`config.mk`:
```
export PLATFORM = sky130hd
export DESIGN_NAME = isl_ctrl
export DESIGN_NICKNAME = d
export VERILOG_FILES = /design/src/hdl/isl_pkg.sv /design/src/hdl/isl_ctrl.sv
export SDC_FILE = /design/constraint.sdc
export NUM_CORES = 1
export LEC_CHECK = 0
export BUFFER_PORTS_ARGS = -buffer_cell sky130_fd_sc_hd__buf_2
export CORE_MARGIN = 3
export CORE_UTILIZATION = 50
export CTS_CLUSTER_SIZE = 20
export DETAILED_ROUTE_END_ITERATION = 8
export PLACE_DENSITY = 0.83
export SYNTH_ARGS = -nofsm -noshare
export SYNTH_HDL_FRONTEND = slang
export SYNTH_SLANG_ARGS = --single-unit
```
`constraint.sdc`:
```
create_clock -name clk -period 2.98 [get_ports clk]
set_clock_uncertainty 0.1 [all_clocks]
set_input_delay 0.149 -clock clk [delete_from_list [all_inputs] [get_ports clk]]
set_output_delay 0.149 -clock clk [all_outputs]
set_load 0.05 [all_outputs]
```
`src/hdl/isl_pkg.sv`:
```
// Package for the indexed shift list: operation codes, status codes, cell commands
// and the result record passed from the controller to the top level.
// Depends on nothing.
`default_nettype none

package isl_pkg;

  typedef enum logic [2:0] {
    MODE_READ      = 3'd0,
    MODE_OVERWRITE = 3'd1,
    MODE_INSERT    = 3'd2,
    MODE_REMOVE    = 3'd3,
    MODE_APPEND    = 3'd4,
    MODE_PREPEND   = 3'd5
  } mode_t;

  typedef enum logic [1:0] {
    ST_OK   = 2'd0,
    ST_BAD  = 2'd1,
    ST_FULL = 2'd2
  } status_t;

  typedef enum logic [1:0] {
    CELL_HOLD  = 2'd0,
    CELL_WRITE = 2'd1,
    CELL_UP    = 2'd2,
    CELL_DOWN  = 2'd3
  } cell_op_t;

  localparam int unsigned IndexWidth  = 7;
  localparam int unsigned HandleWidth = 32;

  typedef struct packed {
    status_t                 status;
    logic [IndexWidth-1:0]   position;
    logic [IndexWidth-1:0]   count;
  } result_t;

endpackage

`default_nettype wire

```
`src/hdl/isl_ctrl.sv`:
```
// Controller of the list: holds the live count, checks the index against it and
// turns each request into a command for the cell row and a result record.
// Depends on isl_pkg.
`default_nettype none

module isl_ctrl
  import isl_pkg::*;
#(
  parameter int unsigned CAPACITY = 64
) (
  input  wire logic                              clk,
  input  wire logic                              rst,
  input  wire logic                              accept,
  input  wire logic [2:0]                        mode,
  input  wire logic [IndexWidth-1:0]             index,
  output logic      [$clog2(CAPACITY+1)-1:0]     cnt,
  output cell_op_t                               cell_op,
  output logic      [$clog2(CAPACITY)-1:0]       cell_pos,
  output logic                                   rd_ok,
  output result_t                                res
);

  localparam int unsigned CW = $clog2(CAPACITY + 1);
  localparam int unsigned PW = $clog2(CAPACITY);
  localparam int unsigned W  = (CW > IndexWidth) ? CW : IndexWidth;

  logic [W-1:0]  idx_w;
  logic [W-1:0]  cnt_w;
  logic          full;
  logic [CW-1:0] cnt_next;
  logic [W-1:0]  cnt_next_w;
  logic [W-1:0]  pos_w;
  logic [W-1:0]  position_w;
  cell_op_t      op;
  status_t       status;

  assign idx_w      = W'(index);
  assign cnt_w      = W'(cnt);
  assign full       = (cnt_w == W'(CAPACITY));
  assign cnt_next_w = W'(cnt_next);

  always_comb begin
    op         = CELL_HOLD;
    pos_w      = '0;
    position_w = '0;
    status     = ST_OK;
    rd_ok      = 1'b0;
    cnt_next   = cnt;
    unique case (mode)
      MODE_READ: begin
        if (idx_w >= cnt_w) begin
          status = ST_BAD;
        end else begin
          rd_ok = 1'b1;
          pos_w = idx_w;
        end
      end
      MODE_OVERWRITE: begin
        if (idx_w >= cnt_w) begin
          status = ST_BAD;
        end else begin
          op         = CELL_WRITE;
          pos_w      = idx_w;
          position_w = idx_w;
        end
      end
      MODE_INSERT: begin
        if (idx_w > cnt_w) begin
          status = ST_BAD;
        end else if (full) begin
          status = ST_FULL;
        end else begin
          op         = CELL_UP;
          pos_w      = idx_w;
          position_w = idx_w;
          cnt_next   = cnt + CW'(1);
        end
      end
      MODE_REMOVE: begin
        if (idx_w >= cnt_w) begin
          status = ST_BAD;
        end else begin
          op         = CELL_DOWN;
          pos_w      = idx_w;
          cnt_next   = cnt - CW'(1);
          position_w = W'(cnt - CW'(1));
        end
      end
      MODE_APPEND: begin
        if (full) begin
          status = ST_FULL;
        end else begin
          op         = CELL_UP;
          pos_w      = cnt_w;
          position_w = cnt_w;
          cnt_next   = cnt + CW'(1);
        end
      end
      MODE_PREPEND: begin
        if (full) begin
          status = ST_FULL;
        end else begin
          op       = CELL_UP;
          cnt_next = cnt + CW'(1);
        end
      end
      default: begin
        status = ST_BAD;
      end
    endcase
  end

  always_comb begin
    cell_op      = accept ? op : CELL_HOLD;
    cell_pos     = pos_w[PW-1:0];
    res.status   = status;
    res.position = position_w[IndexWidth-1:0];
    res.count    = cnt_next_w[IndexWidth-1:0];
  end

  always_ff @(posedge clk) begin
    if (rst) begin
      cnt <= '0;
    end else if (accept) begin
      cnt <= cnt_next;
    end
  end

endmodule

`default_nettype wire

```
# [Word-level counts from Yosys, hierarchy flattened]
# Index checks and enable logic that the tools add are counted.
[op_classes] muxes=23 magnitude_cmp=2 n_reduce_logical=3 n_addsub=2 eq_ne=6
[ops] operator="two-way mux 7 bit" n=8
[ops] operator="case mux 7 bit (4 select lines)" n=1
[ops] operator="case mux 7 bit (3 select lines)" n=1
[ops] operator="case mux 6 bit (3 select lines)" n=1
[ops] operator="two-way mux 2 bit" n=6
[ops] operator="case mux 2 bit (4 select lines)" n=1
[ops] operator="adder 7 x 1 -> 7 bit, second input constant" n=1
[ops] operator="equality test 7 bit, second input constant" n=1
[ops] operator="greater-or-equal comparator 7 bit" n=1
[ops] operator="greater-than comparator 7 bit" n=1
[ops] operator="subtractor 7 x 1 -> 7 bit, second input constant" n=1
[ops] operator="equality test 3 x 2 -> 1 bit, second input constant" n=2
[ops] operator="equality test 3 bit, second input constant" n=2
[ops] operator="case mux 2 bit (3 select lines)" n=1
[ops] operator="two-way mux 1 bit" n=4
[ops] operator="equality test 3 x 1 -> 1 bit, second input constant" n=1
[ops] operator="zero test 3 bit" n=1
[ops] operator="OR reduction 3 bit" n=1
[ops] operator="OR reduction 2 bit" n=1
[totals] inputBits=13 ff_bits=7 output_inout_bits=32 elab_cells=37

# [Depth between registers and ports, before layout]
# Gate-level depths: netlist of the first run.
[depth] ltp_word=5 mapped_depth=10 mapped_depth_nobuf=9

# [Worst setup path after synthesis of the first run]
# No wires, ideal clock.
[synth_timing] path_kind="reg2out" from="register cnt[4]" to="output res[4] (netlist bit)" setup_slack_ns=-1.264 t_arrival_ns=3.995 stages_incl_launch_ff=8 path_buffers=1 path_cell_list="dfxtp_1 clkbuf_1 inv_1 ha_1 nand4_1 nor2_1 a21oi_1 o311ai_0"
[synth_lines] element="from (decl)" line_no="isl_ctrl.sv:16" source="output logic [$clog2(CAPACITY+1)-1:0] cnt,"
[synth_lines] element="from (signal assigned)" line_no="isl_ctrl.sv:125" source="cnt <= cnt_next;"
[synth_lines] element="to (decl)" line_no="isl_ctrl.sv:20" source="output result_t res"

==> run metrics, run 1 <==
Synth Area in Adders=9.74%; critical-path cell list=ha_1, nand2b_1, a211o_1, a211o_2, buf_4, nor2_1, a21oi_1, o21ai_1, clkbuf_4; number of cell rows=18; vias in the first global route=roughly 1700; Final Slew Violations=0; Nets=286; worst slew pin tran=506 ps; IO Count=45; internal cell power=0.251 mW; dpl hpwl=roughly 4 mm; Peak VDD IR=0.000289 V; CORE AREA=0.00259 mm²; Ys Warns=0; Port Buffer Count=44; Buf+Inv Stages, Crit Path=2; Synth Area in Compound Gates=41.7%; Ant. Diodes=0; cell count of the worst reg-to-reg path=8; Syn Inst Count=205; multiplexer area fraction after synthesis=0%; Crit path arrival time=2740 ps; register area share after synthesis=under 10%; die area=between 0.003 and 0.004 mm²; Tmin final=~3000 ps; WHS Path Cells=2; CTS root buf=clkbuf_4; WP depth=9; WS Path Type=reg -> out; syn nets=229; crit end category=output pin; total track usage=29.2%; sw power=0.269 mW; hold buffers post-CTS=0; final worst slack=-5.75 ps; largest net degree at the start of global routing=15; GR Overflow Total=0; Wirelength per Cell=18.0 µm; mean post-synth cell area=a little under 7 µm²; most common cell after layout, fill and taps aside=buf_2; CTS tree=done; Sequential Power Share=19.1%; Critical-path top delay cell=a211o_2; main combinational cell family by area after synthesis=compound AO/OA/AOI/OAI gates; Initial Utilization=approximately 55%; Layout Utilization=77.1%; via count=between 1500 and 2000; Net Sw Frac=51.7%; filler instances=198; TritonCTS Buffers=3; top_reg_cell synth=dfxtp_1; Most flops, register=cnt; status=finished, violations left; simple-gate share of the synthesized area=30.2%; flops & latches, synth=7; router iterations before antenna repair=5; most frequent cells in the layout=32 x buf_2, 21 x nor2_1, 19 x nand2_1; CP max FO=9; final setup vio count=2; CP max stage delay=about 430 ps; final worst path period share=100%; fmax=335 MHz; share of post-route cells with drive strength above 1=39.1%; Worst-Skew Late Latency=260 ps; clock transition at the registers of the reported paths=around 60 ps; total power=0.521 mW; leading registers by flop count=cnt (7); clk sink count=7; DRT antenna net count=0; vias per cell=6.67; Final Wtd Congestion=0.933; Critical Path Start Type=register; violated checks=negative setup slack; Routed WL=5.23 mm; DP Area=0.00179 mm²; Final Hold Vio Count=0; distinct cell type count after synthesis=53; CTS Buffer Depth=2; Fin Hold WS=roughly 57 ps; Synth Cell Area=0.00141 mm²; xor/xnor cell area share of the yosys netlist=between 2 and 2.5%; number of synthesized flops with an enable pin=0; RSZ-0062 raised after global routing=yes; Worst Setup SP=cnt[0]; final non-filler cell area=0.00200 mm²; Comb power frac=63.3%; Synth async-reset ratio=0%; Iteration-0 DRC Markers=182; leakage=0.902 nW; relative slew slack=about two thirds; CP Data Required Time=2730 ps; first-pass GRT wire length=approximately 8 mm; worst reg2reg startpoint=cnt[0]; Remaining DRCs=0; P&R area growth vs syn=41.5%; min-delay worst type=in -> reg; Top delay family on crit path=compound AO/OA/AOI/OAI gates; die width=roughly 59 µm; Clock power frac=17.5%; Post-Place Worst Slack=181 ps; Worst Hold Launch=rst; Max H-tree Level=1; Die H=between 50 and 60 µm; pwr dens=261 mW/mm²; max FFs per register=7; initial antenna violation count=0; Max-Cap Viols=0
[power by group through the flow]
stage | clock, mW | combinational (mW) | sequential (mW)
finish | 0.0914 | 0.330 | 0.0996
global route | 0.0982 | 0.352 | 0.0997
CTS | 0.0930 | 0.299 | 0.0990
detailed placement | 0 | 0.295 | 0.101
global placement | 0 | 0.292 | 0.101
floorplan | 0 | 0.217 | 0.110
[per-layer routing]
layer	GRT usage (%)	wire (µm)	part of all wire (%)	up-vias
li1	-	-	-	892
met1	38.7	1900	36	881
met2	47.9	2490	48	145
met3	4.14	623	12	22
met4	10.7	216	4.1	0
met5	0	0	0	-
[final timing paths]
check	end	slack [ps]
worst max-delay path	res[11]	-6
worst min-delay path	cnt[4]	60
worst max register to register	cnt[4]	390
worst min register to register	cnt[1]	420
[cell type report]
type | count | area [µm²] | area share [%]
Multi-Input combinational cell | 177 | 1340 | 66.8
Clock buffer | 4 | 26.3 | 1.31
Sequential cell | 7 | 164 | 8.20
Inverter | 13 | 53.8 | 2.69
Timing Repair Buffer | 60 | 382 | 19.1
Tap cell | 30 | 37.5 | 1.88
[synthesized netlist by cell type, types with 4 or more instances]
library cell  number  share of area (%)
clkbuf_1           4                1.1
and3_1             6                2.7
nand3_1            9                3.2
inv_1             12                3.2
xnor2_1            4                2.5
nand2_1           19                5.0
o21ai_0           16                5.7
a21oi_1           16                5.7
a211oi_1           4                2.1
nor2_1            23                6.1
o22ai_1            6                2.7
nor3_1             7                2.5
dfxtp_1            7                9.9
nand2b_1           5                2.2
ha_1              11                9.7
[worst reg2reg max path: stages, from the launching register on]
cell	delay (ps)
dfxtp_4	380
ha_1	300
nand2b_1	160
a211o_1	370
a211o_2	430
buf_4	210
nor2_1	200
a211oi_1	120
a211oi_1	220
[cells by family (layout without fill, tap and decap cells)]
family,count (synthesis),in the layout
compound gates,79,79
fa+ha+maj,11,11
buf+inv,21,77
xor+xnor,4,4
simple gates,83,83
flops,7,7
[repair_timing]
| action | 4_1_cts | 5_1_grt |
|---|---|---|
| endpoints found under the setup margin | 9 | 20 |
| pin swaps | 1 | 7 |
| gates resized for setup | 5 | 30 |
| setup buffers | 1 | 7 |
[through the flow]
stage          TNS [ps]  cells
2_1_floorplan      -409    205
3_3_place_gp          0    279
3_5_place_dp          0    279
4_1_cts               0    284
5_1_grt            -491    291
6_report          -6.84    291
No activity file was read; power rests on OpenSTA's default activity.
==> run 2: changes to the inputs <==
- TNS_END_PERCENT: unset -> 20
==> run 2 against run 1 <==
  * The flow now finishes without violations
  * Flip-flop and latch count unchanged
  * Cell count unchanged
  * Clock-buffer cell count unchanged
  * Via count decreased by 2.1%
  * Design area decreased by 5.2%
  * Fmax increased by 3.2%
  * Non-clock buffer count unchanged
==> run metrics, run 2 (same netlist as run 1, synthesis figures left out) <==
status=finished clean; TritonCTS Buffers=3 (unchanged); crit end category=output pin; Fin Hold WS=63.6 ps (+6.81 ps); Nets=286 (unchanged); WS Path Type=reg -> out; Iteration-0 DRC Markers=134 (-26%); Final Hold Vio Count=0 (unchanged); CORE AREA=0.00259 mm² (unchanged); Peak VDD IR=0.000321 V (+11%); Max H-tree Level=1 (unchanged); total power=0.505 mW (-3.0%); Most flops, register=cnt; Cells after DPL=284 (+1.8%); Buf+Inv Stages, Crit Path=2 (unchanged); number of cell rows=18 (unchanged); CTS root buf=clkbuf_4; Layout Utilization=73.1% (-4.0 points); vias per cell=6.53 (-2.1%); Die H=59.2 µm (unchanged); hold buffers post-CTS=0 (unchanged); max FFs per register=7 (unchanged); final non-filler cell area=0.00189 mm² (-5.2%); final setup vio count=0 (-2); final worst slack=85.5 ps (+91.2 ps); DP Area=0.00176 mm² (-1.3%); DRT antenna net count=0 (unchanged); pwr dens=267 mW/mm² (+2.3%); Reg2Reg Setup Slack=420 ps (+30 ps); router iterations before antenna repair=5 (unchanged); worst slew pin tran=490 ps (-16.0 ps); Wirelength per Cell=17.8 µm (-1.1%); Ant. Diodes=0 (unchanged); Remaining DRCs=0 (unchanged); total track usage=29.1% (-0.18 points); most common cell after layout, fill and taps aside=buf_2; Post-Route Setup TNS=0 ps (+6.84 ps); CP Data Required Time=2730 ps (about the same); Top delay family on crit path=compound AO/OA/AOI/OAI gates; Post-Place Worst Slack=223 ps (+41.6 ps); critical-path cell list=inv_2, ha_4, a21o_1, o21bai_4, or4_4, a21boi_4, a21boi_0, o21ai_2, buf_6; initial antenna violation count=0 (unchanged); CP max stage delay=530 ps (+100 ps); Max-Cap Viols=0 (unchanged); die area=0.00350 mm² (unchanged); most frequent cells in the layout=38 x buf_2, 22 x nor2_1, 19 x nand2_1; clk sink count=7 (unchanged); Initial Utilization=54.5% (unchanged); IO Count=45 (unchanged); CP max FO=8 (-1); clock transition at the registers of the reported paths=50 ps (about the same); final worst path period share=97.1% (-3.1 points); Critical Path Start Type=register; Final Wtd Congestion=0.977 (+4.7%); Tmin final=2890 ps (-91.2 ps); largest net degree at the start of global routing=17 (+2); vias in the first global route=1706 (+1.2%); via count=1900 (-2.1%); Final Slew Violations=0 (unchanged); first-pass GRT wire length=7.86 mm (-0.34%); relative slew slack=67.2% (+1.1 points); die width=59.2 µm (unchanged); final non-filler cell total=291 (unchanged); dpl hpwl=3.96 mm (+1.2%); Port Buffer Count=44 (unchanged); share of post-route cells with drive strength above 1=36.4% (-2.7 points); CTS Buffer Depth=2 (unchanged); leakage=0.891 nW (-1.2%); Worst-Skew Late Latency=260 ps (about the same); Critical-path top delay cell=or4_4; Routed WL=5.18 mm (-1.1%); leading registers by flop count=cnt (7); CTS tree=done; Crit path arrival time=2650 ps (-90 ps); min-delay worst type=in -> reg; GR Overflow Total=0 (unchanged); fmax=345 MHz (+3.2%); P&R area growth vs syn=34.1%
==> run 2: worst register-to-register path: cells and delay by family, from the launching register on <==
family / cells / cell delay, ps
flops: 1 / 380
simple gates: 1 / 100
fa+ha+maj: 1 / 330
compound gates: 4 / 1220
buf+inv: 2 / 320
==> run 2: final timing paths <==
path | from | to | cells after the start
max | cnt[6] | res[5] | 9
min | rst | cnt[4] | 2
max reg2reg | cnt[1] | cnt[2] | 8
min reg2reg | cnt[1] | cnt[1] | 1
==> run 2: what timing repair did <==
action | in CTS | in global routing
buffers inserted | 0 | 3
pin swaps | 0 | 2
gates resized for setup | 6 | 13
cloned | 0 | 0
endpoints found under the setup margin | 7 | 21
==> run 2: power by group <==
part / internal [mW] / leakage (nW) / switching (mW)
Clock: 0.0512 / 0.0150 / 0.0370
Sequential: 0.0957 / 0.0607 / 0.00305
Combinational: 0.0984 / 0.816 / 0.219
==> run 2: area by class of cell <==
cell class	instances	area (µm²)
multi-input cells	177	1260
repair buffers	60	363
fillers	225	696
inverters	13	48.8
flip-flops and latches	7	154
clock buffers	4	26.3
well taps	30	37.5
==> run 2: metal layers <==
metal	GRT usage [%]	up-vias	routed length (µm)
met3	3.92	23	468
met2	49.4	116	2440
li1	-	891	-
met1	39.0	870	2110
met4	6.15	0	161
met5	0	-	0
==> run 3: changes to the inputs <==
- BUFFER_PORTS_ARGS: -buffer_cell sky130_fd_sc_hd__buf_2 -> -buffer_cell sky130_fd_sc_hd__buf_4
- SKIP_CTS_REPAIR_TIMING: unset -> 1
==> run 3 against run 2 <==
  * Via count down 1.7%
  * Register-to-register slack better by 80 ps
  * Non-clock buffer count fell by 4
  * Flip-flop and latch count stayed put
  * Clock-buffer cell count unchanged
  * Largest power group unchanged
==> run metrics, run 3 (same netlist as run 1, synthesis figures left out) <==
status=finished clean; Final Slew Violations=0 (unchanged); most frequent cells in the layout=54 x buf_4, 23 x nor2_1, 19 x nand2_1; Sequential Power Share=19.3% (-0.3 points); Critical Path Start Type=register; Peak VDD IR=0.000396 V (+23%); Tmin final=2940 ps (+43.1 ps); first-pass GRT wire length=7.80 mm (-0.71%); Initial Utilization=54.5% (unchanged); Clock power frac=17.5% (about the same); number of cell rows=18 (unchanged); relative slew slack=63.0% (-4.2 points); pwr dens=267 mW/mm² (about the same); max FFs per register=7 (unchanged); Worst-Skew Late Latency=270 ps (about the same); total track usage=29.5% (+0.49 points); CP max FO=8 (unchanged); die width=59.2 µm (unchanged); CP Data Required Time=2730 ps (about the same); router iterations before antenna repair=5 (unchanged); share of post-route cells with drive strength above 1=33.5% (-2.9 points); CTS Buffer Depth=2 (unchanged); RSZ-0062 raised after global routing=yes; TritonCTS Buffers=3 (unchanged); cell count of the worst reg-to-reg path=8 (unchanged); Final Hold Vio Count=0 (unchanged); via count=1867 (-1.7%); fmax=340 MHz (-1.5%); CTS tree=done; Port Buffer Count=44 (unchanged); GR Overflow Total=0 (unchanged); Cells after DPL=281 (-1.1%); most common cell after layout, fill and taps aside=buf_4; Most flops, register=cnt; Routed WL=4.96 mm (-4.2%); crit end category=output pin; vias in the first global route=1651 (-3.2%); largest net degree at the start of global routing=17 (unchanged); CORE AREA=0.00259 mm² (unchanged); final setup vio count=0 (unchanged); DRT antenna net count=0 (unchanged); Ant. Diodes=0 (unchanged); IO Count=45 (unchanged); sw power=0.255 mW (-1.7%); Die H=59.2 µm (unchanged); Max H-tree Level=1 (unchanged); CTS root buf=clkbuf_4; Max-Cap Viols=0 (unchanged); leading registers by flop count=cnt (7); internal cell power=0.255 mW (+4.1%); initial antenna violation count=0 (unchanged); final non-filler cell total=287 (-1.4%); final worst path period share=98.6% (+1.4 points); die area=0.00350 mm² (unchanged); Net Sw Frac=50.0% (-1.4 points); vias per cell=6.51 (-0.37%); Final Wtd Congestion=0.960 (-1.7%); dpl hpwl=3.90 mm (-1.3%); Nets=282 (-1.4%); clock transition at the registers of the reported paths=50 ps (about the same); Comb power frac=63.2% (+0.2 points); Layout Utilization=73.9% (+0.77 points); filler instances=236 (+4.9%); P&R area growth vs syn=35.5%; WS Path Type=reg -> out; clk sink count=7 (unchanged); min-delay worst type=in -> reg; Wirelength per Cell=17.3 µm (-2.9%); WHS Path Cells=2 (unchanged); Iteration-0 DRC Markers=201 (+50%); Crit path arrival time=2690 ps (+40 ps); leakage=0.882 nW (-1.1%); Remaining DRCs=0 (unchanged); worst slew pin tran=550 ps (+59.6 ps)
run 3: worst max-delay path, stage by stage, from the launching register on:
cell      delay [ps]
dfxtp_4          360
inv_2             70
ha_1             320
a21o_1           210
o21bai_4         200
or4_4            520
a21boi_4         270
a31o_2           210
a221o_1          120
buf_6            160
run 3: metal layers:
| metal | wire length, µm | GRT usage [%] | vias up |
|---|---|---|---|
| met1 | 2020 | 38.2 | 852 |
| met5 | 0 | 0 | - |
| met4 | 148 | 10.7 | 0 |
| met2 | 2280 | 47.9 | 117 |
| li1 | - | - | 883 |
| met3 | 512 | 6.54 | 15 |
run 3: path summary, 6_finish.rpt:
| kind | from | end | slack (ps) |
|---|---|---|---|
| setup / recovery | cnt[6] | res[2] | 40 |
| hold / removal | rst | cnt[4] | 20 |
| setup reg to reg | cnt[4] | cnt[2] | 500 |
| hold reg to reg | cnt[1] | cnt[1] | 430 |
run 3: stage by stage:
step	hold slack (ps)	cell area, µm²	setup slack (ps)	power (mW)	TNS (ps)
6_report	24.5	1910	42.4	0.510	0
5_1_grt	24.0	1910	-70.6	0.543	-196
4_1_cts	18.1	1880	-42.0	0.502	-78.3
3_5_place_dp	288	1850	246	0.413	0
3_3_place_gp	288	1850	282	0.411	0
2_1_floorplan	112	1450	-159	0.321	-1230
run 3: power groups by stage:
| stage | clock network, mW | registers, mW | logic (mW) |
|---|---|---|---|
| final | 0.0894 | 0.0983 | 0.323 |
| after global routing | 0.0995 | 0.0985 | 0.345 |
| after CTS | 0.0903 | 0.0988 | 0.313 |
| after detailed placement | 0 | 0.101 | 0.312 |
| after global placement | 0 | 0.101 | 0.310 |
| after floorplan | 0 | 0.112 | 0.209 |
run 3: area by class of cell:
class	instances	area [µm²]	area share, %
clock buffers	4	26.3	1.37
well taps	30	37.5	1.96
flip-flops and latches	7	156	8.17
repair buffers	56	428	22.4
multi-input cells	177	1220	63.6
inverters	13	48.8	2.55
