`src/hdl/isl_pkg.sv`:
```
// Package for the indexed shift list: operation codes, status codes, cell commands
// and the result record passed from the controller to the top level.
// Depends on nothing.
`default_nettype none

package isl_pkg;

  typedef enum logic [2:0] {
    MODE_READ      = 3'd0,
    MODE_OVERWRITE = 3'd1,
    MODE_INSERT    = 3'd2,
    MODE_REMOVE    = 3'd3,
    MODE_APPEND    = 3'd4,
    MODE_PREPEND   = 3'd5
  } mode_t;

  typedef enum logic [1:0] {
    ST_OK   = 2'd0,
    ST_BAD  = 2'd1,
    ST_FULL = 2'd2
  } status_t;

  typedef enum logic [1:0] {
    CELL_HOLD  = 2'd0,
    CELL_WRITE = 2'd1,
    CELL_UP    = 2'd2,
    CELL_DOWN  = 2'd3
  } cell_op_t;

  localparam int unsigned IndexWidth  = 7;
  localparam int unsigned HandleWidth = 32;

  typedef struct packed {
    status_t                 status;
    logic [IndexWidth-1:0]   position;
    logic [IndexWidth-1:0]   count;
  } result_t;

endpackage

`default_nettype wire

```
`src/hdl/isl_cell.sv`:
```
// One slot of the list. It holds a single handle and, on a shift, takes the value
// of its lower or upper neighbor. Depends on isl_pkg.
`default_nettype none

module isl_cell
  import isl_pkg::*;
#(
  parameter int unsigned ENTRY_WIDTH = 32,
  parameter int unsigned POS_WIDTH   = 6,
  parameter int unsigned CELL_INDEX  = 0
) (
  input  wire logic                   clk,
  input  wire cell_op_t               op,
  input  wire logic [POS_WIDTH-1:0]   pos,
  input  wire logic [ENTRY_WIDTH-1:0] value,
  input  wire logic [ENTRY_WIDTH-1:0] lower,
  input  wire logic [ENTRY_WIDTH-1:0] upper,
  output logic      [ENTRY_WIDTH-1:0] slot
);

  localparam logic [POS_WIDTH-1:0] MyPos = POS_WIDTH'(CELL_INDEX);

  always_ff @(posedge clk) begin
    case (op)
      CELL_WRITE: begin
        if (pos == MyPos) begin
          slot <= value;
        end
      end
      CELL_UP: begin
        if (pos == MyPos) begin
          slot <= value;
        end else if (MyPos > pos) begin
          slot <= lower;
        end
      end
      CELL_DOWN: begin
        if (MyPos >= pos) begin
          slot <= upper;
        end
      end
      default: begin
        slot <= slot;
      end
    endcase
  end

endmodule

`default_nettype wire

```
`config.mk`:
```
export PLATFORM = sky130hd
export DESIGN_NAME = isl_cell
export DESIGN_NICKNAME = d
export VERILOG_FILES = /design/src/hdl/isl_pkg.sv /design/src/hdl/isl_cell.sv
export SDC_FILE = /design/constraint.sdc
export NUM_CORES = 1
export LEC_CHECK = 0
export BUFFER_PORTS_ARGS = -buffer_cell sky130_fd_sc_hd__buf_2
export CORE_MARGIN = 10
export CORE_UTILIZATION = 47
export DETAILED_ROUTE_END_ITERATION = 8
export GPL_TIMING_DRIVEN = 0
export PLACE_DENSITY = 0.84
export SYNTH_ARGS = -nofsm -noshare
export SYNTH_HDL_FRONTEND = slang
export SYNTH_SLANG_ARGS = --single-unit
```
`constraint.sdc`:
```
create_clock -name clk -period 6.8 [get_ports clk]
set_clock_uncertainty 0.15 [all_clocks]
set_input_delay 0.68 -clock clk [delete_from_list [all_inputs] [get_ports clk]]
set_output_delay 0.68 -clock clk [all_outputs]
set_load 0.01 [all_outputs]
```
# Yosys cells after proc, flatten, opt, wreduce, memory -nomap -nowiden
# Index checks and enable logic that the tools add are counted.
# Widths: inputs -> output; s select.
dict set report word_totals {
  elab_cells 17
  reg_bits 32
}
dict set report classes {
  reduce_logical 3
  order_cmp 2
  n_mux 5
  n_eq_ne 6
}
# cell n
set ops {}
lappend ops {{$mux 32} 4}
lappend ops {{$pmux 32 s3} 1}
lappend ops {{$ge 1x6->1 const A} 1}
lappend ops {{$gt 1x6->1 const A} 1}
lappend ops {{$logic_not 6->1} 1}
lappend ops {{$eq 2x2->1 const B} 2}
lappend ops {{$ne 2x2->1 const B} 2}
lappend ops {{$reduce_and 4->1} 1}
lappend ops {{$ne 3x3->1 const B} 1}
lappend ops {{$reduce_bool 3->1} 1}
lappend ops {{$eq 2x1->1 const B} 1}

# Longest topological paths before layout
# Gate-level depths: netlist (run 1).
dict set report logic_depth {
  ltp_word 4
  mapped_depth 5
  depth_no_buf 3
}

# Worst setup path after synthesis (run 1)
# Ideal clock, no wire load.
dict set report synth_path {
  kind {input port to flip-flop}
  startpoint {input port op[1]}
  endpoint {register slot[0], enable pin}
  path_stages 3
  slack_ps 4180
  path_buffers 2
  setup_ps 387
  t_arrival_ps 2084
  cell_sequence {buf_2 buf_1 o211a_1}
}
dict set report synth_between {
  elab_chain_len 3
  elab_cells_between_ends 8
  cone_classes {eq/ne (6); reduce/logical (2)}
}
# element line_no
set synth_rtl {}
lappend synth_rtl {{start, declared} isl_cell.sv:13} ;# input wire cell_op_t op,
lappend synth_rtl {{$eq 2x2->1 / $eq 2x1->1 (equally long branches)} isl_cell.sv:24} ;# case (op)
lappend synth_rtl {{$ne 3x3->1 (no source line) (tied with other cells)} -}
lappend synth_rtl {{$reduce_and 4->1 (no source line) (*)} -}
lappend synth_rtl {{end signal, assigned} isl_cell.sv:27} ;# slot <= value;
lappend synth_rtl {{end signal, assigned} isl_cell.sv:32} ;# slot <= value;
lappend synth_rtl {{end signal, assigned} isl_cell.sv:34} ;# slot <= lower;
lappend synth_rtl {{end, declared} isl_cell.sv:18} ;# output logic [ENTRY_WIDTH-1:0] slot
# Every way passes the cells marked *; elsewhere a longest branch is shown, timed or not.
# A chain may end at the register's enable or synchronous reset.

# Worst setup path in the final report (run 1)
dict set report layout_path {
  startpoint {input port pos[0]}
  endpoint {register slot[26], enable pin}
}
dict set report layout_between {
  elab_chain_len 3
  elab_cells_between_ends 7
  cone_classes {order compare (2); eq/ne (3); reduce/logical (2)}
}
# element line_no
set layout_rtl {}
lappend layout_rtl {{start, declared} isl_cell.sv:14} ;# input wire logic [POS_WIDTH-1:0] pos,
lappend layout_rtl {{$gt 1x6->1 (tied with other cells)} isl_cell.sv:33} ;# end else if (MyPos > pos) begin
lappend layout_rtl {{$ne 3x3->1 (no source line) / $ne 2x2->1 (equally long branches)} -}
lappend layout_rtl {{$reduce_and 4->1 (no source line) (*)} -}
lappend layout_rtl {{end signal, assigned} isl_cell.sv:32}
lappend layout_rtl {{end signal, assigned} isl_cell.sv:34}
lappend layout_rtl {{end signal, assigned} isl_cell.sv:39} ;# slot <= upper;
# Marks and branches as above.

==> results of run 1 <==
[worst max path at each step]
stage                          end  slack (ns)  cells past startpoint
after floorplan            slot[0]        4.18                      3
after global placement     slot[5]        3.63                      4
after detailed placement   slot[5]        3.60                      4
after CTS                  slot[5]        3.89                      4
after global routing      slot[27]        3.77                      4
final                     slot[26]        3.96                      4
[power groups by stage]
stage / sequential (µW) / combinational [µW] / clock (µW)
after floorplan: 227 / 65.6 / 0
after global placement: 226 / 108 / 0
after detailed placement: 226 / 111 / 0
after CTS: 222 / 111 / 142
after global routing: 222 / 122 / 153
final: 222 / 111 / 140
[through the flow]
stage	util [%]	total power (µW)	instances	instance area (µm²)
final	66.2	473	398	3150
after detailed placement	64.6	337	391	3070
after global placement	64.6	334	391	3070
after floorplan	-	293	189	2310
after global routing	66.2	496	398	3150
after CTS	66.2	475	398	3150
[area by class of cell]
class / count / area share (%)
plain buffers: 23 / 5.60
clock buffers: 6 / 2.31
clock inverters: 1 / 0.159
inverters: 33 / 3.93
multi-input cells: 101 / 33.3
flip-flops and latches: 32 / 30.5
well taps: 67 / 2.66
repair buffers: 135 / 21.5
[layout by cell type, fill, tap and decap left out]
cell	count
sky130_fd_sc_hd__a2111oi_0	3
sky130_fd_sc_hd__a2111oi_1	27
sky130_fd_sc_hd__a2111oi_2	2
sky130_fd_sc_hd__a21o_4	1
sky130_fd_sc_hd__a221oi_1	2
sky130_fd_sc_hd__a221oi_2	30
sky130_fd_sc_hd__buf_1	1
sky130_fd_sc_hd__buf_12	3
sky130_fd_sc_hd__buf_2	141
sky130_fd_sc_hd__buf_4	1
sky130_fd_sc_hd__buf_6	3
sky130_fd_sc_hd__clkbuf_1	6
sky130_fd_sc_hd__clkbuf_2	3
sky130_fd_sc_hd__clkbuf_4	1
sky130_fd_sc_hd__clkbuf_8	5
sky130_fd_sc_hd__clkinv_2	1
sky130_fd_sc_hd__edfxtp_1	32
sky130_fd_sc_hd__inv_1	33
sky130_fd_sc_hd__nor2_1	1
sky130_fd_sc_hd__nor2b_1	32
sky130_fd_sc_hd__nor3_1	1
sky130_fd_sc_hd__nor4_4	1
sky130_fd_sc_hd__o211a_1	1
[layer usage]
metal	up-vias	global-route usage, %
met3	7	5.57
met1	959	19.2
met5	-	0
li1	1036	-
met2	86	30.7
met4	0	4.51
[cell families after synthesis]
family / count (synthesis) / synth area share (%)
DFF: 32 / 41.6
AOI/OAI and AO/OA: 66 / 35.5
buffers and inverters: 56 / 13.0
and+or+nand+nor: 35 / 9.96
[worst max-delay path, delay by kind of cell]
| kind | cells | cell delay (ns) |
|---|---|---|
| simple gates | 1 | 0.53 |
| compound gates | 1 | 1.03 |
| buf+inv | 2 | 0.33 |
==> impl_summary.md, run 1 <==
Synthesis
For this run, the leading register cell type out of synthesis is sky130_fd_sc_hd__edfxtp_1. The count of mapped cells out of synthesis is 189. Summing the sequential cell areas from Yosys gives 41.6% of the chip area. The number of distinct standard cells referenced by the synthesized netlist is 21. The post-synthesis register bit count is 32. Yosys printed 0 warnings. The proportion of synthesized flip-flops having asynchronous set or reset is 0%. The number of nets in the synthesized netlist is between 200 and 300. The average instance area after synthesis is 12.2 µm². Yosys attributes the largest share of cell area to sky130_fd_sc_hd__edfxtp_1 42%, sky130_fd_sc_hd__a221oi_2 19%, sky130_fd_sc_hd__a2111oi_1 12%. Sorting the synthesized cells by how often they occur yields 33 x sky130_fd_sc_hd__inv_1, 32 x sky130_fd_sc_hd__edfxtp_1, 32 x sky130_fd_sc_hd__nor2b_1. The most frequent cell after synthesis is sky130_fd_sc_hd__inv_1.

In this run the biggest area consumer among cell types represents 41.6% of the synthesized area. The post-synth design cell area is 2310 µm². The count of flip-flops with a built-in enable after synthesis is 32. The library cell occupying the most area in the post-synthesis netlist is sky130_fd_sc_hd__edfxtp_1.

STA
The final critical path takes up about two fifths of the cycle. The number of failing hold endpoints at the final stage was 0. Setup violations remaining at the end of the flow were counted as 0. Timing would allow up to 353 MHz.

The transition time at the pin with the least slew margin is between 1 and 1.5 ns. Across all setup checks in the final design, the least slack found is 3.96 ns. The max-slew headroom at the worst pin is 13.7%. Hold is met by 0.612 ns. The clock period minus final worst setup slack is 2.84 ns.

Setup repair after global routing left no endpoint under its margin. The final total negative setup slack is 0 ns. The number of max-slew violations in the final report was 0.

Drt
The number of iterations in the first detailed-routing pass is 4. After detailed routing, the wire length on met1 is 3000 µm. Wire segments on met2 add up to 3770 µm in the final route. The first routing iteration left between 70 and 80 violations. In the routed layout, each cell is associated on average with a via count of 5.25. The total length of routed wires is ~7400 µm. The detail route stage leaves a number of antenna-violating nets equal to 0. The routed via count is ~2100. In the final routed layout, each cell accounts on average for 18.6 µm.

The wire length on met3 is 564 µm. For this run, design rule violations remaining after detail routing come to 0. In this run the top signal layer used is met4.

Hold path
The number of cells on the worst hold path is 3. The end point of the most critical hold path is slot[1]. The worst min-delay path startpoint is value[1].

The class of the most critical hold timing path is input pin to register.

Clock tree
The clock-pin slew on the worst setup and hold paths is about 0.070 ns. TritonCTS built the clock tree. In this run the post-CTS setup repair buffer count came out at 0. The number of cells upsized or downsized after cts is 0. The count of hold buffers inserted by post-cts repair is 0.

The number of clock sinks is 32. The number of buffers inserted during clock tree synthesis is 5. The H-tree was split into 2 levels. The clock passes through at most 2 buffers.

The cell at the root of the clock tree is sky130_fd_sc_hd__clkbuf_8.

Final layout
The final-layout fill cell count is 415. 0 antenna diodes ended up in the layout. The number of flip-flops under the largest register name is 32. The sequential cells in the finished layout cover a total of 961 µm². The area growth from synthesis to layout is 36.2%.

The fraction of layout cells with a size suffix above 1 is approximately three fifths. In the final layout, the multi-input gates occupy 1050 µm². The register with the highest flop count is slot.

The largest registers in the layout are slot: 32 flops. The number of nets in the layout is 436.

Worst setup path
The required time at the endpoint of the critical path is 6.54 ns. The worst setup path is of the input pin to register kind. The worst-path maximum fanout is 32. The largest single stage delay on the critical path is 1.03 ns. Data on the critical path arrives at its endpoint at about 2.6 ns. The launching instance or port of the critical path is pos[0]. The critical path goes through buf_2 > nor4_4 > buf_6 > o211a_1.

The worst setup path is launched from an input pin. The worst setup path is captured at a register. On the critical path, the stage with the largest delay is an instance of sky130_fd_sc_hd__o211a_1.

Job
The max-capacitance violation count is 0.

Placed design
The HPWL after detailed placement is 5690 µm. Buffers placed on the I/O ports in this run total 135. Prior to clock tree synthesis, the placed netlist has a worst setup slack of 3.60 ns. At the end of routability-driven placement, the weighted congestion stood at 0.774.

Power and ir drop
The sequential fraction of design power is 46.9%. The maximum ir drop on the vdd rail is 0.000102 V. In this run the power spent charging and discharging nets is approximately 120 µW. In this run the static leakage power is 0.00136 µW. The total power per unit cell area is around 150 nW/µm². The fraction of power spent switching nets is 26.4%. The internal power component is around 350 µW.

The share of total power dissipated in combinational logic is between 20% and 30%. The clock network fraction of design power is 29.6%.

Global route
The total global-route track usage is 17.2%. The global-route wire length before repair is 11500 µm. For this run the aggregate overflow at the end of global routing stands at 0. The via count of the first global-routing pass is 2287. The initial antenna violation count was 0. Entering global routing, the biggest net connects 33 pins.

Floorplan
In this run the core area contains 25 standard-cell rows. The die covers 8120 µm². The initial utilization of the core area, before any placement, comes to between 40% and 50%.

After floorplanning, the core was sized to cover 4750 µm². 137 I/O pins were placed. The width of the chip is 90.1 µm.

The die is 90.1 µm tall.

Outcome
The flow ran to the end, and the final reports show no timing, DRC or antenna violations.
No activity file was read; power rests on OpenSTA's default activity.
==> inputs of run 2 (changes only) <==
- CORE_UTILIZATION: 47 -> 40
- PLACE_DENSITY: 0.84 -> 0.76
- clock period: 6.8 -> 2.6 ns (I/O delays scaled with it)
==> run 2 against run 1 <==
Power grew to 2.9 times the previous value; utilization fell by 8.8 points; hold slack worse by 0.44 ns; global-route usage down 1.3 points; worst setup slack worse by 3.5 ns; sequential power increased to 2.6 times the previous value; flip-flop and latch count is the same; non-clock buffer count did not move; combinational power grew to 2.6 times the previous value.
==> impl_summary.md, run 2 (synthesis gave the netlist of run 1 again) <==
Drt
The post-detailed-route DRC marker count is 0 (unchanged). The routed via count came to 2132 (+2.1%). The total length of routed wires is 7480 µm (+0.97%). The starting DRC count in detailed routing is 72 (-4.0%). The wire length per cell after detailed routing is 18.5 µm (-0.53%). The number of iterations in the first detailed-routing pass is 4 (unchanged). The post-detailed-route via-to-cell ratio is 5.28 (+0.59%). The antenna violation net count after detailed routing was 0 (unchanged).

Clock tree
The number of post-CTS setup repair buffers came to 0 (unchanged). The number of buffers inserted during clock tree synthesis was 5 (unchanged). The clock-pin slew on the worst setup and hold paths is 0.08 ns (about the same). The root buffer cell chosen for the clock tree is sky130_fd_sc_hd__clkbuf_8. The deepest level of the CTS H-tree is 2 (unchanged).

The number of clock sinks was 32 (unchanged). The CTS tree is done. The maximum clock path buffer count is 2 (unchanged). The count of hold buffers inserted by post-cts repair is 0 (unchanged). The number of cells upsized or downsized after cts is 0 (unchanged).

Power and ir drop
The total power per unit cell area is 424 nW/µm² (+180%). The maximum ir drop on the vdd rail is 0.000217 V (+110%). The overall power consumption is 1350 µW (+190%). The static power due to leakage is 0.00136 µW (+0.18%).

STA
The transition time at the pin with the least slew margin is 0.908 ns (-0.387 ns). The number of failing hold endpoints at the final stage is 0 (unchanged). The peak clock frequency supported by timing is 461 MHz. The worst path uses 83.4% of the clock period. Subtracting the final worst setup slack from the clock period gives about 2.2 ns. The final count of negative-setup-slack endpoints is 0 (unchanged).

The number of max-slew violations in the final report was 0 (unchanged). The max-slew headroom at the worst pin is 39.5% (+26 points). The smallest hold slack is 0.177 ns (-0.435 ns). Setup repair after global routing left no endpoint under its margin.

Floorplan
The number of standard-cell rows in the floorplan is 27 (+8.0%). The floorplan die height was 96.0 µm (+6.5%). The overall die area is 9220 µm² (+13%).

The width of the chip is 96.0 µm (+6.5%). The starting density of the core is 41.7% (-6.9 points). The I/O pin total is 137 (unchanged). The core footprint came to 5540 µm² (+17%).

Final layout
From synthesis to final layout, the design area changed by 37.7%. The number of nets in the layout is 436 (unchanged). The register with the highest flop count is slot.

The library cells used most frequently in the layout, excluding fill and tap cells, are 141 x sky130_fd_sc_hd__buf_2, 33 x sky130_fd_sc_hd__inv_1, 32 x sky130_fd_sc_hd__nor2b_1, 32 x sky130_fd_sc_hd__edfxtp_1, 30 x sky130_fd_sc_hd__a221oi_2. The number of flip-flops under the largest register name is 32 (unchanged). The final-layout fill cell count is 523 (+26%).

The fraction of layout cells with a size suffix above 1 came to 58.1% (+0.13 points). The leading cell type in the layout, fill and taps excluded is sky130_fd_sc_hd__buf_2. The number of inserted diodes is 0 (unchanged). The largest registers in the layout are slot: 32 flops.

Global route
The initial antenna violation count is 0 (unchanged). The largest net degree at the start of global routing came to 33 (unchanged). The global-route wire length before repair is 11600 µm (+1.2%). The global route total overflow was 0 (unchanged).

The total global-route track usage is 15.9% (-1.3 points). The via count of the first global-routing pass is 2354 (+2.9%).

Placed design
The placer's final routability congestion estimate was 0.735 (-5.0%). The post-DP HPWL is 5770 µm (+1.5%). The number of buffer cells added on primary ports is 135 (unchanged).

Worst setup path
The worst-path maximum fanout is 32 (unchanged). STA classifies the critical path startpoint as an input pin. The worst path arrival time is 1.93 ns (-0.65 ns).

The category of the worst setup path capture point is a register. The setup path with the least slack is of type input pin to register. The required time at the endpoint of the critical path is 2.36 ns (-4.18 ns).

Hold path
The class of the most critical hold timing path is input pin to register.

Job
The max-capacitance violation count is 0 (unchanged).

Outcome
The flow ran to the end, and the final reports show no timing, DRC or antenna violations.
==> run 2: cell types whose count changed in the layout (fill, tap and decap cells not counted) <==
cell | before | now
sky130_fd_sc_hd__clkinv_1 | 0 | 2
sky130_fd_sc_hd__bufinv_16 | 0 | 1
sky130_fd_sc_hd__clkinv_2 | 1 | 0
sky130_fd_sc_hd__o211a_1 | 1 | 0
sky130_fd_sc_hd__o211a_2 | 0 | 1
sky130_fd_sc_hd__clkbuf_1 | 6 | 5
==> run 2: where the power goes <==
| group | internal [µW] | total (µW) | switching (µW) |
|---|---|---|---|
| registers | 579 | 580 | 1.04 |
| clock network | 279 | 479 | 200 |
| logic | 148 | 289 | 141 |
==> run 2: worst max-delay path, stage by stage <==
cell and delay (ns):
sky130_fd_sc_hd__buf_2 0.11, sky130_fd_sc_hd__nor4_4 0.55, sky130_fd_sc_hd__buf_6 0.22, sky130_fd_sc_hd__o211a_2 0.78
==> run 2: per-stage QoR <==
stage                     TNS (ns)  instance area, µm²  instances  setup slack [ns]  util [%]
final                            0                3180        404             0.432      57.5
after global routing             0                3180        404             0.294      57.5
after CTS                        0                3180        404            0.0771      57.5
after detailed placement     -6.85                3080        396            -0.215      55.5
after global placement       -6.14                3080        396            -0.193      55.5
after floorplan                  0                2310        189             0.400         -
==> run 2: final timing paths <==
path                  startpoint      end  cells past startpoint
worst min-delay path    value[0]  slot[0]                      3
worst max-delay path      pos[0]  slot[4]                      4
==> run 2: final cells by class <==
class                   count  area (µm²)  share of cell area (%)
inverters                  33         124                    3.89
flip-flops and latches     32         961                    30.2
plain buffers              23         176                    5.54
well taps                  72        90.1                    2.83
multi-input cells         101        1050                    33.0
clock buffers               5        68.8                    2.16
clock inverters             3        37.5                    1.18
repair buffers            135         676                    21.2
==> run 2: routing by layer <==
layer / up-vias / part of all wire [%] / global-route usage [%]
li1: 1041 / - / -
met1: 988 / 38 / 18.3
met2: 94 / 50 / 27.1
met3: 9 / 10 / 5.53
met4: 0 / 1.5 / 5.16
met5: - / 0 / 0
==> inputs of run 3 (changes only) <==
- CORE_UTILIZATION: 40 -> 44
- PLACE_DENSITY: 0.76 -> 0.79
- clock period: 2.6 -> 2.27 ns (I/O delays scaled with it)
==> run 3 against run 2 <==
Critical path type unchanged; sequential share of layout area increased by 0.30 points; clock-buffer cell count increased by 1; first-iteration DRC count increased by 22%; largest cell class unchanged; cell count decreased by 0.74%; via count decreased by 0.52%; clock power decreased by 11%; sequential power increased by 15%; highest routed layer unchanged; utilization increased by 4.3 points.
==> impl_summary.md, run 3 (synthesis gave the netlist of run 1 again) <==
Outcome
The run finished with clean final reports.

Final layout
The largest registers in the layout are slot: 32 flops. The flip-flop and latch area was 961 µm² (unchanged). The number of flip-flops under the largest register name was 32 (unchanged). The library cell used most frequently in the layout, excluding fill and tap cells, is sky130_fd_sc_hd__buf_2. The number of nets in the layout is 436 (unchanged). The library cells used most frequently in the layout, excluding fill and tap cells, are 141 x sky130_fd_sc_hd__buf_2, 33 x sky130_fd_sc_hd__inv_1, 32 x sky130_fd_sc_hd__nor2b_1, 32 x sky130_fd_sc_hd__edfxtp_1, 30 x sky130_fd_sc_hd__a221oi_2. The multi-input combinational cell area is 1050 µm² (unchanged). The count of placed standard cells in the final layout, fillers left out is 401 (-0.74%). The end-of-flow core utilization is 61.7% (+4.3 points).

Ranked by flip-flop count, first place goes to slot. The final-layout fill cell count is 457 (-13%). Compared with the post-synthesis result, the final layout area differs by 36.4%.

The number of inserted diodes is 0 (unchanged). The fraction of layout cells with a size suffix above 1 is 58.3% (+0.18 points).

Clock tree
The cell at the root of the clock tree is sky130_fd_sc_hd__clkbuf_8. The clock-pin slew on the worst setup and hold paths is 0.07 ns (about the same). The deepest level of the CTS H-tree is 2 (unchanged).

The number of post-CTS setup repair buffers is 0 (unchanged). The maximum clock path buffer count is 2 (unchanged). TritonCTS built the clock tree. The number of clock sinks was 32 (unchanged).

The number of buffers inserted during clock tree synthesis is 5 (unchanged).

Worst setup path
The worst path arrival time is 1.88 ns (-0.05 ns). The required time at the endpoint of the critical path is 2.02 ns (-0.34 ns). The worst setup path is of the input pin to register kind. The launching instance or port of the critical path is pos[0]. The worst setup path is launched from an input pin. The category of the worst setup path capture point is a register. The worst-path maximum fanout was 32 (unchanged).

Floorplan
The number of standard-cell rows in the floorplan came to 26 (-3.7%). The I/O pin total was 137 (unchanged). The width of the chip was 92.5 µm (-3.7%). The starting density of the core came to 45.2% (+3.5 points). The floorplan die height is 92.5 µm (-3.7%). The overall die area is 8550 µm² (-7.2%).

The core footprint came to 5110 µm² (-7.8%).

STA
The post-route clock period utilization is 94.0%. The number of failing hold endpoints at the final stage is 0 (unchanged). The clock period could shrink to approximately 2.1 ns. The max-slew headroom at the worst pin was 39.3% (-0.21 points). Setup repair after global routing left no endpoint under its margin.

The final count of negative-setup-slack endpoints came to 0 (unchanged). The number of max-slew violations in the final report is 0 (unchanged). The peak clock frequency supported by timing is 469 MHz.

The transition time at the pin with the least slew margin came to 0.911 ns (+0.00316 ns).

Drt
The starting DRC count in detailed routing is 88 (+22%). The routed via count is 2121 (-0.52%). The antenna violation net count after detailed routing is 0 (unchanged). The post-detailed-route DRC marker count is 0 (unchanged). The post-detailed-route via-to-cell ratio came to 5.29 (+0.23%). The total length of routed wires is 7510 µm (+0.47%).

The wire length per cell after detailed routing is 18.7 µm (+1.2%). The number of iterations in the first detailed-routing pass is 4 (unchanged).

Placed design
The placer's final routability congestion estimate is 0.732 (-0.41%). The number of buffer cells added on primary ports is 135 (unchanged). The number of cells after detailed placement is 394 (-0.51%).

The post-DP HPWL is 5720 µm (-0.95%).

Global route
The initial antenna violation count was 0 (unchanged). The global route total overflow is 0 (unchanged). The largest net degree at the start of global routing was 33 (unchanged). The global-route wire length before repair is 11900 µm (+2.3%). The total global-route track usage is 17.1% (+1.2 points). The via count of the first global-routing pass is 2304 (-2.1%).

Hold path
The worst hold path begins at value[31]. The path with the worst hold slack has its endpoint at slot[31]. The number of cells on the worst hold path is 3 (unchanged). The worst hold path belongs to the class input pin to register.

Power and ir drop
The static power due to leakage is 0.00135 µW (-0.89%). The maximum ir drop on the vdd rail is 0.000270 V (+24%). The total power per unit cell area is 451 nW/µm² (+6.5%).

Job
The max-capacitance violation count is 0 (unchanged).
run 3: cell count changes in the layout (fill, tap and decap cells not counted):
cell                        before  now
sky130_fd_sc_hd__clkinv_1        2    0
sky130_fd_sc_hd__bufinv_16       1    0
sky130_fd_sc_hd__clkbuf_1        5    6
sky130_fd_sc_hd__clkinv_2        0    1
run 3: worst max-delay path, cell delays in order:
cell	delay (ns)
sky130_fd_sc_hd__buf_2	0.11
sky130_fd_sc_hd__nor4_4	0.54
sky130_fd_sc_hd__buf_6	0.22
sky130_fd_sc_hd__o211a_2	0.78
run 3: layout make-up:
class,count,share of cell area (%)
flip-flops and latches,32,30.5
well taps,70,2.78
repair buffers,135,21.4
plain buffers,23,5.60
clock buffers,6,2.30
clock inverters,1,0.159
multi-input cells,101,33.3
inverters,33,3.93
run 3: per-stage QoR:
| step | total power (µW) | instance area [µm²] | worst slack (ns) | hold WS [ns] | TNS, ns |
|---|---|---|---|---|---|
| 3_5_place_dp | 1010 | 3070 | -0.500 | 0.453 | -15.98 |
| 6_report | 1420 | 3150 | 0.136 | 0.154 | 0 |
| 5_1_grt | 1490 | 3150 | 0.00104 | 0.166 | 0 |
| 3_3_place_gp | 1000 | 3070 | -0.445 | 0.449 | -14.21 |
| 2_1_floorplan | 877 | 2310 | 0.103 | 0.343 | 0 |
| 4_1_cts | 1430 | 3150 | 0.115 | 0.155 | 0 |
run 3: power by group:
part	switching [µW]	internal [µW]	leakage [µW]	total, µW
Combinational	161	170	0.00101	331
Clock	218	209	0.0000410	427
Sequential	1.31	663	0.000300	665
run 3: what timing repair did:
item / in CTS / in global routing
setup endpoints to repair: 32 / 0
resized for setup: 1 / 0
hold buffers: 0 / 0
run 3: worst max path at each step:
stage	endpoint	slack, ns	depth (start not counted)
5_1_grt	slot[16]	0.001	4
3_5_place_dp	slot[31]	-0.50	4
6_report	slot[3]	0.14	4
4_1_cts	slot[3]	0.11	4
3_3_place_gp	slot[11]	-0.45	4
2_1_floorplan	slot[0]	0.10	3
run 3: per-layer routing:
layer | up-vias | wire, µm | part of all wire, % | track usage, %
li1 | 1034 | - | - | -
met2 | 87 | 3890 | 52 | 30.6
met4 | 0 | 163 | 2.2 | 5.91
met5 | - | 0 | 0 | 0
met1 | 989 | 2980 | 40 | 19.2
met3 | 11 | 485 | 6.5 | 4.36
